### config.mk
export PLATFORM = sky130hd
export DESIGN_NAME = onr_divider
export DESIGN_NICKNAME = d
export VERILOG_FILES = /design/src/hdl/onr_divider.sv
export SDC_FILE = /design/constraint.sdc
export NUM_CORES = 2
export LEC_CHECK = 0
export BUFFER_PORTS_ARGS = -buffer_cell sky130_fd_sc_hd__buf_2
export CORE_AREA = 2 2 309 250
export CTS_CLUSTER_SIZE = 12
export DETAILED_ROUTE_END_ITERATION = 10
export DIE_AREA = 0 0 311 252
export PLACE_DENSITY = 0.92
export SKIP_CTS_REPAIR_TIMING = 1
export SYNTH_ARGS = -nofsm -noshare
export SYNTH_HDL_FRONTEND = slang
export SYNTH_SLANG_ARGS = --single-unit
### constraint.sdc
create_clock -name clk -period 18.9 [get_ports clk]
set_clock_uncertainty 0.2 [all_clocks]
set_input_delay 3.78 -clock clk [delete_from_list [all_inputs] [get_ports clk]]
set_output_delay 3.78 -clock clk [all_outputs]
set_load 0.01 [all_outputs]
### src/hdl/onr_divider.sv
// Pipelined restoring divider with a starting remainder below the divisor.
`default_nettype none
module onr_divider #(
  parameter int DEN_W = 16,
  parameter int Q_W = 32,
  parameter int STAGES = 16
) (
  input  wire logic             clk,
  input  wire logic [DEN_W-1:0] rem0_i,
  input  wire logic [Q_W-1:0]   bits_i,
  input  wire logic [DEN_W-1:0] den_i,
  output logic [Q_W-1:0]        quo_o
);

  localparam int STEPS = Q_W / STAGES;

  logic [DEN_W-1:0] rem_r  [STAGES];
  logic [Q_W-1:0]   bits_r [STAGES];
  logic [Q_W-1:0]   quo_r  [STAGES];
  logic [DEN_W-1:0] den_r  [STAGES];

  for (genvar s = 0; s < STAGES; s++) begin : g_stage
    logic [DEN_W-1:0] rem_in, rem_nxt, den_in;
    logic [Q_W-1:0]   bits_in, bits_nxt, quo_in, quo_nxt;

    if (s == 0) begin : g_first
      assign rem_in = rem0_i;
      assign bits_in = bits_i;
      assign quo_in = '0;
      assign den_in = den_i;
    end else begin : g_next
      assign rem_in = rem_r[s-1];
      assign bits_in = bits_r[s-1];
      assign quo_in = quo_r[s-1];
      assign den_in = den_r[s-1];
    end

    always_comb begin
      logic [DEN_W:0] trial;
      rem_nxt = rem_in;
      bits_nxt = bits_in;
      quo_nxt = quo_in;
      trial = '0;
      for (int k = 0; k < STEPS; k++) begin
        trial = {rem_nxt, bits_nxt[Q_W-1]};
        bits_nxt = {bits_nxt[Q_W-2:0], 1'b0};
        if (trial >= {1'b0, den_in}) begin
          trial = trial - {1'b0, den_in};
          quo_nxt = {quo_nxt[Q_W-2:0], 1'b1};
        end else begin
          quo_nxt = {quo_nxt[Q_W-2:0], 1'b0};
        end
        rem_nxt = trial[DEN_W-1:0];
      end
    end

    always_ff @(posedge clk) begin
      rem_r[s] <= rem_nxt;
      bits_r[s] <= bits_nxt;
      quo_r[s] <= quo_nxt;
      den_r[s] <= den_in;
    end
  end

  assign quo_o = quo_r[STAGES-1];

endmodule
`default_nettype wire

==> results.md <==
- Status: finished clean
- Antenna fix cells: 0
- Sequential-to-total area share from yosys stat: 0.410
- GRT overflow: 0
- Fin util: 0.707
- TritonRoute pass-1 iters: 6
- GRT met3 Usage: 0.0506
- Hold Startpoint: bits_r[0][97]
- Fin. Hold Viols: 0
- Clock Tree Root: clkbuf_16
- Yosys cell types: 85
- Crit path time final: 9.37 ns
- CP Launch Type: input pin
- Worst path required time: 19.27 ns
- Arr. time, crit path: 9.74 ns
- Max FO, Critical Path: 27
- Post-synthesis register bit count: 992
- Initial Util: 0.646
- FF-to-FF Start: den_r[0][17]
- Routed WL per cell: 18.3 microns
- Top cells by area, synth: dfxtp_1 41%, ha_1 13%, mux2_2 7.2%
- DP Cell Count: 5992
- Pre-CTS WS: 8.95 ns
- H-Tree Depth: 3
- Vias per cell: 6.02
- Met1 usage: 0.355
- Most common flop cell mapped by yosys: dfxtp_1
- Die Height: 252 microns
- Max-slew headroom: 0.128
- Die area: 78400 sq um
- CP Capture Type: flip-flop
- Area growth syn-to-layout: 9.33%
- YS warnings: 0
- Die width: 311 microns
- Worst Tran Pin Value: 1.30 ns
- Clock Latency Late Sink: 0.69 ns
- Clk slew on worst S/H paths: 0.06 ns
- Leading area contributor after synthesis: dfxtp_1
- Post-Syn Area: 48500 sq um
- # fillers: 5159
- Detailed-route via count: 36874
- Synth top area share: 0.410
- Setup TNS Final: 0 ns
- Nets: 5688
- Pin count of the biggest net entering global routing: 31
- Drt drc: 0
- Buffer levels on the longest clock path: 3
- Post-synth EDFFs: 0
- Top-count cell post-synth: dfxtp_1
- Final WS setup: 9.53 ns
- Min-delay worst type: flip-flop to flip-flop
- # rows: 90
- Post-DRT Antenna Nets: 0
- Share of layout cells above drive strength 1: 0.118
- CTS tree: done
- Final Max Tran Viols: 0
- Reg2Reg Depth: 20
- RSZ-0062 raised after global routing: false
- Cells on Worst Hold Path: 0
- M2 GR Usage: 0.481
- Buffers on Ports: 96
- Io pins: 97
- Post-synth top cells: 992 x dfxtp_1, 512 x ha_1, 401 x inv_1
- GRT Resource Usage Total: 0.281
- Async S/R FF share, synth: 0
- Max-cap violation count: 0
- Final setup fails: 0
- Crit path kind: input pin to flip-flop
- Placer Congestion: 0.937
- Routed WL: 112 mm
- Core area: 75000 sq um
- Syn Area/Cell: 9.83 sq um
- Vias in the first global route: 36699
- Cts bufs inserted: 98
- DR iter-0 viols: 3276
- RR Endpoint: rem_r[0][34]
- Global-route wire length before repair: 183 mm
- R2R setup slack: 11.57 ns
- Hpwl dp: 81.1 mm
- Non-Filler Instances: 6127
- Post-synthesis cell count: 4931
- Period utilization: 0.496
- Busiest grt layer: met2
- Post-synth net total: 5539
- Max Fclk: 0.107 GHz
- WHS Endpoint: bits_r[0][129]
- Initial antenna violation count: 2
- CTS Sinks: 992
## worst max-delay path by stage
stage / to / cells past startpoint / startpoint / slack, ns
4_1_cts: rem_r[0][8] / 20 / den_i[1] / 9.61
6_report: rem_r[0][8] / 20 / den_i[1] / 9.53
3_3_place_gp: rem_r[0][11] / 19 / den_i[1] / 9.22
2_1_floorplan: rem_r[0][10] / 23 / den_i[1] / 10.11
5_1_grt: rem_r[0][1] / 20 / den_i[1] / 9.09
3_5_place_dp: rem_r[0][2] / 20 / den_i[1] / 8.95
## cell usage in the layout, fill, tap and decap left out, drive strengths merged, types with 15 or more instances in the layout
cell type  count
o21ai        242
and3          28
o31a          22
mux2         317
o211ai        19
clkbuf       117
nand2        240
mux2i         30
or3           19
xor2         107
xnor2        252
inv          405
fa            31
o21bai        52
o31ai         36
nor4          22
o21a         104
a211o         15
nor2         298
buf          110
nand4         72
a21o         127
a21boi        16
ha           512
nand2b        64
nand3         74
dfxtp        992
a21oi        340
and2          27
a31oi         29
nor3          83
nor2b         57
a211oi        51
## metrics by stage
| step | area, sq um | hold slack (ns) |
|---|---|---|
| after floorplan | 48500 | 0.110 |
| after global placement | 50100 | 0.110 |
| after detailed placement | 50100 | 0.112 |
| after CTS | 53000 | 0.107 |
| after global routing | 53000 | 0.111 |
| final | 53000 | 0.114 |
## kinds of logic (layout without fill, tap and decap cells)
logic type | Yosys count | in the layout | share of synthesized area
simple gates | 1045 | 1045 | 0.105
flops | 992 | 992 | 0.410
buf+inv | 465 | 649 | 0.0367
xor+xnor | 359 | 359 | 0.0649
fa+ha+maj | 543 | 543 | 0.145
compound gates | 1180 | 1180 | 0.158
mux | 347 | 347 | 0.0804
## routing by layer
metal  vias up  share of wire  wire length, microns
li1      17796              -                     -
met1     17446           0.43                 47900
met2      1336           0.47                 53200
met3       294          0.066                  7380
met4         2          0.034                  3770
met5         -       0.000098                    11
## cell type report
| cell class | instances | area [sq um] | area share |
|---|---|---|---|
| Clock buffer | 117 | 2640 | 0.0497 |
| Clock inverter | 18 | 282 | 0.00531 |
| Multi-Input combinational cell | 3474 | 26900 | 0.507 |
| Inverter | 404 | 1520 | 0.0286 |
| Timing Repair Buffer | 110 | 586 | 0.0110 |
| Tap cell | 1012 | 1270 | 0.0239 |
| Sequential cell | 992 | 19900 | 0.375 |
## critical path, stage by stage
cell,delay (ns)
buf_2,0.10
inv_1,0.17
ha_1,0.29
nor2b_1,0.16
o31ai_1,0.50
a21oi_1,0.19
nor2_1,0.22
o21ai_0,0.15
a311o_1,0.69
nor2_1,0.21
a21oi_1,0.08
ha_1,0.42
a21o_1,0.20
a21oi_1,0.30
a21boi_0,0.15
o22a_1,0.28
o31ai_1,0.40
a21boi_0,0.32
o21a_1,0.69
mux2_2,0.41
## sequential cells by signal, indices dropped and copies added (netlist names)
| name | count |
|---|---|
| bits_r | 240 |
| den_r | 240 |
| rem_r | 240 |
| quo_r | 272 |
Power is not shown: default switching activity piles up to over one toggle a cycle in this logic, so the estimate is an artifact.
