===== src/hdl/onr_isqrt.sv =====
// Pipelined digit-by-digit integer square root, floor result.
`default_nettype none
module onr_isqrt #(
  parameter int IN_W = 32,
  parameter int STAGES = 8
) (
  input  wire logic              clk,
  input  wire logic [IN_W-1:0]   rad_i,
  output logic [IN_W/2-1:0]      root_o
);

  localparam int RT_W = IN_W / 2;
  localparam int REM_W = RT_W + 2;
  localparam int STEPS = RT_W / STAGES;

  logic [IN_W-1:0]  rad_r  [STAGES];
  logic [REM_W-1:0] rem_r  [STAGES];
  logic [RT_W-1:0]  root_r [STAGES];

  for (genvar s = 0; s < STAGES; s++) begin : g_stage
    logic [IN_W-1:0]  rad_in, rad_nxt;
    logic [REM_W-1:0] rem_in, rem_nxt;
    logic [RT_W-1:0]  root_in, root_nxt;

    if (s == 0) begin : g_first
      assign rad_in = rad_i;
      assign rem_in = '0;
      assign root_in = '0;
    end else begin : g_next
      assign rad_in = rad_r[s-1];
      assign rem_in = rem_r[s-1];
      assign root_in = root_r[s-1];
    end

    always_comb begin
      logic [REM_W-1:0] trial;
      rad_nxt = rad_in;
      rem_nxt = rem_in;
      root_nxt = root_in;
      trial = '0;
      for (int k = 0; k < STEPS; k++) begin
        rem_nxt = {rem_nxt[REM_W-3:0], rad_nxt[IN_W-1 -: 2]};
        rad_nxt = {rad_nxt[IN_W-3:0], 2'b00};
        trial = {root_nxt, 2'b01};
        if (rem_nxt >= trial) begin
          rem_nxt = rem_nxt - trial;
          root_nxt = {root_nxt[RT_W-2:0], 1'b1};
        end else begin
          root_nxt = {root_nxt[RT_W-2:0], 1'b0};
        end
      end
    end

    always_ff @(posedge clk) begin
      rad_r[s] <= rad_nxt;
      rem_r[s] <= rem_nxt;
      root_r[s] <= root_nxt;
    end
  end

  assign root_o = root_r[STAGES-1];

endmodule
`default_nettype wire


===== config.mk =====
export PLATFORM = sky130hd
export DESIGN_NAME = onr_isqrt
export DESIGN_NICKNAME = d
export VERILOG_FILES = /design/src/hdl/onr_isqrt.sv
export SDC_FILE = /design/constraint.sdc
export NUM_CORES = 1
export LEC_CHECK = 0
export BUFFER_PORTS_ARGS = -buffer_cell sky130_fd_sc_hd__buf_2
export CORE_MARGIN = 8
export CORE_UTILIZATION = 55
export CTS_BUF_LIST = sky130_fd_sc_hd__clkbuf_8
export CTS_CLUSTER_SIZE = 8
export DETAILED_ROUTE_END_ITERATION = 8
export PLACE_DENSITY = 0.72
export SYNTH_ARGS = -nofsm -noshare
export SYNTH_HDL_FRONTEND = slang
export SYNTH_SLANG_ARGS = --single-unit

===== constraint.sdc =====
create_clock -name clk -period 5.9 [get_ports clk]
set_input_delay 0.295 -clock clk [delete_from_list [all_inputs] [get_ports clk]]
set_output_delay 0.295 -clock clk [all_outputs]
set_load 0.05 [all_outputs]

==> results.md, run 1 <==
Cells and area:
- The top cell types in the final layout, fill and taps aside, are 290 x sky130_fd_sc_hd__dfxtp_1, 149 x sky130_fd_sc_hd__ha_1, 139 x sky130_fd_sc_hd__inv_1, 134 x sky130_fd_sc_hd__nand2_1, 115 x sky130_fd_sc_hd__a21oi_1.
- The multi-input combinational cell area is ~8800 sq um.
- The most common cell after layout, fill and taps aside is sky130_fd_sc_hd__dfxtp_1.
- The fill cell instance count of the final layout is 2372.
- Summing all flip-flop and latch instances after layout gives between 5000 and 6000 sq um.
- 0 antenna diodes ended up in the layout.
- The post-route netlist has 10.05% of its cells at a drive strength greater than 1.
- The net count of the finished layout is between 1.5k and 2k.
- Relative to the synthesized area, the layout overhead comes to 12.77%.

Floorplanning:
- The starting density of the core is between 50% and 60%.
- During I/O placement, the number of pins put on the boundary was slightly below 50.
- The die is about 180 um wide.
- Row generation in the floorplan step produced a little over 60 rows.
- Measured along the y axis, the die boundary spans 182.5 um.
- The floorplan die area is between 30000 and 40000 sq um.
- The core outline area is 27550 sq um.

Yosys:
- The mux share of post-synthesis cell area is under 10%.
- The register bit total from synthesis is 290.
- The dominant combinational cell family by area after synthesis is compound AO/OA/AOI/OAI gates.
- The cell count after synthesis came out at 1704.
- The async set-reset flop share out of synthesis is 0%.
- The adder-cell area share of the yosys netlist is 12.23%.
- During synthesis, Yosys emitted a total of 0 warnings.
- Among all flip-flop cells after synthesis, the most frequent one is sky130_fd_sc_hd__dfxtp_1.
- After Yosys synthesis, XOR and XNOR cells account for just over 8% of the synthesized area.
- The sequential-to-total area share from yosys stat is 38.09%.
- The average footprint of a synthesized cell is 8.944 sq um.
- After synthesis, the netlist uses slightly above 90 different library cells.
- The number of synthesized flops with an enable pin is 0.
- The basic-gate share of the synthesized area counting and, or, nand and nor cells is roughly 17%.
- The synthesized netlist occupies a cell area of between 15000 and 20000 sq um.
- The area fraction in compound gates after synthesis is around 18%.

Setup path:
- In this run the worst path has a maximum fanout of 12.
- The data required time at the worst endpoint is between 6 and 7 ns.
- For this run, the slowest stage of the critical path takes approximately 0.6 ns.
- The path type of the worst setup path is reg -> reg.
- Walking the worst path, the cells encountered are inv_1, ha_1, a21o_1, a21o_1, a21o_1, or3_1, inv_2, o21ai_0, ha_1, nand4_1, nor4_1, mux2i_1, o311ai_0, nor4_1, nand4b_1, a21bo_1, nor4_1, xnor2_1.
- The highest-delay cell along the critical path is sky130_fd_sc_hd__or3_1.
- STA classifies the critical path startpoint as a register.
- The arrival time reported for the critical path endpoint is approximately 5.5 ns.
- STA classifies the critical path endpoint as a register.

Global routing:
- The via count of the first global-routing pass is 12.20k.
- Global routing used 21.39% of the available tracks across all layers.
- Entering global routing, the biggest net connects 21 pins.
- The number of antenna violations at the first check in global routing was 0.
- The total overflow left after global routing is 0.
- The first global-routing pass estimated roughly 60000 um of wire.

Routing:
- The remaining number of nets flagged by the antenna check after routing is 0.
- The initial detailed-routing violation count is a little under 900.
- The via count of the routed design is between 10k and 15k.
- The wire length per cell after detailed routing is 16.10 um.
- The length of the first detailed-routing pass in iterations is 5.
- The vias per cell is about 5.6.
- The DRC violation count after routing is 0.
- The routed design has about 36000 um of wire.

STA:
- At the pin with the least slew margin, the transition time is roughly 0.96 ns.
- The setup TNS after final layout is 0 ns.
- The final number of max-transition violations is 0.
- Setup repair after global routing left no endpoint under its margin.
- The worst clock skew is 0.02672 ns.
- Based on the critical path, the design can be clocked at up to about 0.2 GHz.
- The hold violation count in the final report came to 0.
- The headroom to the max-slew limit is between 30% and 40%.
- The post-route clock period utilization is between 80% and 90%.
- The final critical-path required period is 5.024 ns.
- Setup violations remaining at the end of the flow were counted as 0.

Clocking:
- The total of cells resized after clock tree synthesis is 0.
- The clock transition at the registers of the reported paths is ~0.060 ns.
- The clock buffer count from CTS is 48.
- The clock sink count is 290.
- The tree is rooted in a sky130_fd_sc_hd__clkbuf_8.
- Buffers inserted to repair hold after CTS numbered 34.
- The clock insertion delay at the later pin of the skew report is about 0.58 ns.
- The maximum count of clock buffers along a single path is 3.
- The total setup buffers inserted after CTS is 0.
- The clock tree from TritonCTS is yes.
- The maximum level of the CTS H-tree is 2.

Placement:
- At the end of routability-driven placement, the weighted congestion stood at 0.9286.
- The half-perimeter wire length after detailed placement is around 28000 um.
- The port buffer count is 48.

Power:
- The total power density per cell area is 454.3 nW/um^2.
- The standby leakage power is about 0.0081 uW.
- The design draws between 7000 and 8000 uW.
- VDD sags by at most roughly 0.21 mV.

Worst hold path:
- The worst hold-check path type is reg -> reg.

Job:
- The number of max-cap violations is 0.

Outcome:
- The run finished with clean final reports.
-- per-layer routing --
layer  up-vias  share of wire [%]  GRT usage [%]
li1       6276                  -              -
met1      5718                 46          27.45
met2       318                 46          35.93
met3        71                4.9          3.440
met4         0                2.6          7.478
met5         -                  0              0
-- cell usage after synthesis, drive strengths merged, types with 19 or more instances --
| cell type | n | area share [%] |
|---|---|---|
| or3 | 20 | 0.85 |
| nor3 | 52 | 1.7 |
| ha | 149 | 12 |
| mux2 | 19 | 1.5 |
| nand2 | 135 | 3.4 |
| dfxtp | 290 | 38 |
| clkbuf | 20 | 0.49 |
| nor4 | 21 | 0.96 |
| xor2 | 58 | 3.4 |
| a21o | 41 | 2.0 |
| inv | 131 | 3.2 |
| xnor2 | 83 | 4.8 |
| nor2 | 115 | 3.0 |
| a21oi | 121 | 4.2 |
| o21a | 26 | 1.3 |
| nand4 | 33 | 1.4 |
| o21ai | 101 | 3.4 |
| nand3 | 32 | 1.1 |
-- path summary, 6_finish.rpt --
| kind | from | to | slack, ns | cells past startpoint |
|---|---|---|---|---|
| setup / recovery | root_r[0][53]$_DFF_P_ | rem_r[4][15]$_DFF_P_ | 0.88 | 18 |
| hold / removal | rad_r[0][10]$_DFF_P_ | rad_r[1][14]$_DFF_P_ | 0.32 | 0 |
| setup reg to reg | root_r[0][53]$_DFF_P_ | rem_r[4][15]$_DFF_P_ | 0.88 | 18 |
| hold reg to reg | rad_r[0][10]$_DFF_P_ | rad_r[1][14]$_DFF_P_ | 0.32 | 0 |
-- cell families after synthesis --
group                    Yosys count
XOR/XNOR                         141
multiplexers                      30
other                              1
AO/OA/AOI/OAI                    419
AND/OR/NAND/NOR                  507
buffers and inverters            167
flip-flops                       290
adder cells (fa/ha/maj)          149
-- area by class of cell --
type / instances / area share [%]
repair buffers: 90 / 3.727
well taps: 378 / 2.752
clock buffers: 60 / 4.805
inverters: 134 / 2.970
flip-flops and latches: 290 / 33.78
multi-input cells: 1248 / 51.03
clock inverters: 19 / 0.9391
-- where the power goes --
part           switching, uW  internal (uW)  total, uW
Sequential               298           2360       2660
Clock                    760           1040       1800
Combinational           1940           1420       3350
Total                   3000           4810       7810
-- sequential cells by signal, summed over array words and instances, names as in the netlist --
register / count
root_r: 72
rem_r: 106
rad_r: 112
-- metrics by stage --
stage                     util [%]  std cells  cell area (sq um)  hold WS, ns  setup slack (ns)
after floorplan                  -       1705              15240       0.3096             1.369
after global placement       57.56       2106              15860       0.3096            0.9956
after detailed placement     57.56       2106              15860       0.3121            0.9822
after CTS                    62.38       2219              17190       0.3187            0.9516
after global routing         62.38       2219              17190       0.3239            0.5065
final                        62.38       2219              17190       0.3171            0.8760
-- worst max-delay path: cells and delay by family (launching register included) --
kind,cells,cell delay (ns)
AOI/OAI and AO/OA,6,1.44
xor gates and xnor gates,1,0.16
adders and majority gates,2,0.76
buffers and inverters,2,0.39
DFF,1,0.42
muxes,1,0.12
and+or+nand+nor,6,1.66
(Power assumes the default switching activity.)
==> run 2: changes to the inputs <==
- CELL_PAD_IN_SITES_DETAIL_PLACEMENT: unset -> 1
- CELL_PAD_IN_SITES_GLOBAL_PLACEMENT: unset -> 1
- CORE_UTILIZATION: 55 -> 50
- PLACE_DENSITY: 0.72 -> unset
- PLACE_DENSITY_LB_ADDON: unset -> 0.1
- REMOVE_ABC_BUFFERS: unset -> 1
==> run 2 against run 1 <==
Against the previous run:
- cell count grew 0.86%
- sequential cell count is the same
- clock power grew 6%
- sequential share of layout area shrank 0.16 points
- combinational power grew 4%
==> results.md, run 2 (same netlist as run 1, synthesis figures left out) <==
STA:
- Setup repair after global routing left no endpoint under its margin.
- The final critical-path required period is 5.540 ns (+0.5156 ns).
- The worst clock skew came to 0.02767 ns (+0.0009428 ns).
- The setup TNS after final layout is 0 ns (unchanged).
- The actual slew at the worst max-slew pin is 0.8944 ns (-0.06860 ns).
- The final number of max-transition violations is 0 (unchanged).
- The achievable frequency came to 0.1805 GHz (-9.3%).
- The worst hold slack is 0.3177 ns (+0.0006090 ns).
- The hold violation count in the final report is 0 (unchanged).
- The post-route clock period utilization is 93.89% (+8.7 points).
- The final-report setup violation count is 0 (unchanged).
- The headroom to the max-slew limit is 40.36% (+5.1 points).

Setup path:
- The arrival time reported for the critical path endpoint is 5.98 ns (+0.47 ns).
- The peak fanout along the critical path is 13 (+1).
- The data required time at the worst endpoint is 6.34 ns (-0.05 ns).
- The critical path goes through inv_1, ha_1, a21o_1, a21oi_1, a21oi_1, or3_1, inv_2, o21ai_0, ha_1, nand4_1, nor4_1, mux2i_1, o311ai_0, nor4_1, nand4b_1, buf_4, mux2_1.
- Tracing the worst setup path back leads to its startpoint at root_r[0][50]$_DFF_P_.
- The highest-delay cell along the critical path is sky130_fd_sc_hd__or3_1.
- The critical register-to-register path startpoint is root_r[0][50]$_DFF_P_.
- The stage delay of the slowest cell on the critical path is 0.60 ns (about the same).
- The endpoint kind of the worst setup timing path is a register.
- The worst setup path is launched from a register.
- The critical path is of the reg -> reg type.

Routing:
- The via count of the routed design came to 12.67k (+2.3%).
- The wire length per cell after detailed routing is 18.47 um (+15%).
- The initial detailed-routing violation count is 532 (-40%).
- The length of the first detailed-routing pass in iterations came to 5 (unchanged).
- The vias per cell was 5.661 (+1.4%).
- The remaining number of nets flagged by the antenna check after routing is 0 (unchanged).
- The DRC violation count after routing is 0 (unchanged).
- The routed wire length is 41330 um (+16%).

Floorplanning:
- The boundary pin count is 49 (unchanged).
- The chip width is 190.6 um (+4.5%).
- The core outline area is 30270 sq um (+9.9%).
- The die outline height is 190.6 um (+4.5%).
- The starting density of the core was 50.35% (-5.0 points).
- The placement row count is 64 (+4.9%).
- The floorplan die area is 36320 sq um (+9.1%).

Cells and area:
- The most common cell after layout, fill and taps aside is sky130_fd_sc_hd__dfxtp_1.
- The flip-flop count of the largest register after layout was 112 (unchanged).
- The register with the highest flop count is rad_r.
- Relative to the synthesized area, the layout overhead comes to 13.31%.
- In the final layout, the registers with the most flip-flops are rad_r x112, rem_r x106, root_r x72.
- The net count of the finished layout came to 1995 (+0.050%).
- The number of inserted diodes is 0 (unchanged).
- The top cell types in the final layout, fill and taps aside, are 290 x sky130_fd_sc_hd__dfxtp_1, 149 x sky130_fd_sc_hd__ha_1, 136 x sky130_fd_sc_hd__inv_1, 134 x sky130_fd_sc_hd__nand2_1, 115 x sky130_fd_sc_hd__a21oi_1.
- The share of cells above drive strength 1 is 10.21% (+0.16 points).

Global routing:
- The number of antenna violations at the first check in global routing came to 2 (+2).
- The global router's overall resource usage was 22.66% (+1.3 points).
- The total global routing overflow came to 0 (unchanged).
- The via count of the first global-routing pass is 13.26k (+8.7%).
- The maximum number of pins on one net before global-route repair was 31 (+48%).
- The first-pass GRT wire length is 67410 um (+14%).

Clocking:
- The maximum level of the CTS H-tree is 2 (unchanged).
- The maximum count of clock buffers along a single path came to 3 (unchanged).
- The clock insertion delay at the later pin of the skew report is 0.58 ns (about the same).
- The clock tree from TritonCTS is yes.
- The master cell of the clock root buffer is sky130_fd_sc_hd__clkbuf_8.
- The clock sink count is 290 (unchanged).
- The total setup buffers inserted after CTS is 0 (unchanged).
- The clock buffer count from CTS is 49 (+2.1%).
- The clock transition at the registers of the reported paths came to 0.07 ns (about the same).

Placement:
- The half-perimeter wire length after detailed placement came to 31610 um (+14%).
- The final RePlAce weighted congestion is 0.9177 (-1.2%).
- The port buffer count came to 48 (unchanged).

Power:
- The total power density per cell area is 465.4 nW/um^2 (+2.5%).
- The standby leakage power is 0.008099 uW (+0.22%).
- The worst supply voltage drop on vdd came to 0.2225 mV (+7.9%).

Worst hold path:
- The tightest min-delay check is of the reg -> reg type.
- The start point of the worst hold path is rad_r[5][21]$_DFF_P_.

Outcome:
- The flow ran to the end, and the final reports show no timing, DRC or antenna violations.

Job:
- The number of max-cap violations is 0 (unchanged).
==> run 2: path summary, 6_finish.rpt <==
| check | end | slack (ns) | depth (start not counted) |
|---|---|---|---|
| min reg2reg | rad_r[6][25]$_DFF_P_ | 0.32 | 0 |
| min | rad_r[6][25]$_DFF_P_ | 0.32 | 0 |
| max reg2reg | rem_r[4][7]$_DFF_P_ | 0.36 | 17 |
| max | rem_r[4][7]$_DFF_P_ | 0.36 | 17 |
==> run 2: final cells by class <==
class | count | area, sq um
Clock buffer | 59 | 812.0
Clock inverter | 21 | 232.7
Fill cell | 3541 | 13000
Inverter | 134 | 510.5
Multi-Input combinational cell | 1248 | 8770
Sequential cell | 290 | 5806
Tap cell | 396 | 495.5
Timing Repair Buffer | 90 | 643.1
==> run 2: worst max-delay path, delay by kind of cell (launching register included) <==
family	cells	cell delay [ns]
fa+ha+maj	2	0.78
flops	1	0.48
buf+inv	3	0.75
simple gates	5	1.75
mux	2	0.47
compound gates	5	1.16
==> run 2: repair_timing <==
item                                   in CTS  in global routing
gates resized for setup                     0                  0
endpoints found under the hold margin      34                  0
hold buffers                               35                  0
==> run 2: metrics by stage <==
step / cells / cell area (sq um) / utilization [%] / power [uW] / setup slack (ns)
after floorplan: 1672 / 15080 / - / 5176 / 0.7633
after global placement: 2123 / 15870 / 52.44 / 5967 / 0.5424
after global routing: 2238 / 17270 / 57.05 / 8624 / 0.08064
after CTS: 2238 / 17270 / 57.05 / 8073 / 0.4480
final: 2238 / 17270 / 57.05 / 8037 / 0.3604
after detailed placement: 2123 / 15870 / 52.44 / 6088 / 0.4827
==> run 2: power by group <==
| group | internal [uW] | leakage, uW | switching (uW) |
|---|---|---|---|
| logic | 1420 | 0.00510 | 2050 |
| registers | 2360 | 0.00243 | 297 |
| clock network | 1120 | 0.000569 | 796 |
==> run 2: layer usage <==
layer	GRT usage [%]	wire (um)	vias up
li1	-	-	6268
met1	27.64	18500	6096
met2	39.80	20180	213
met3	3.530	1358	90
met4	8.144	1283	2
met5	0	13	-
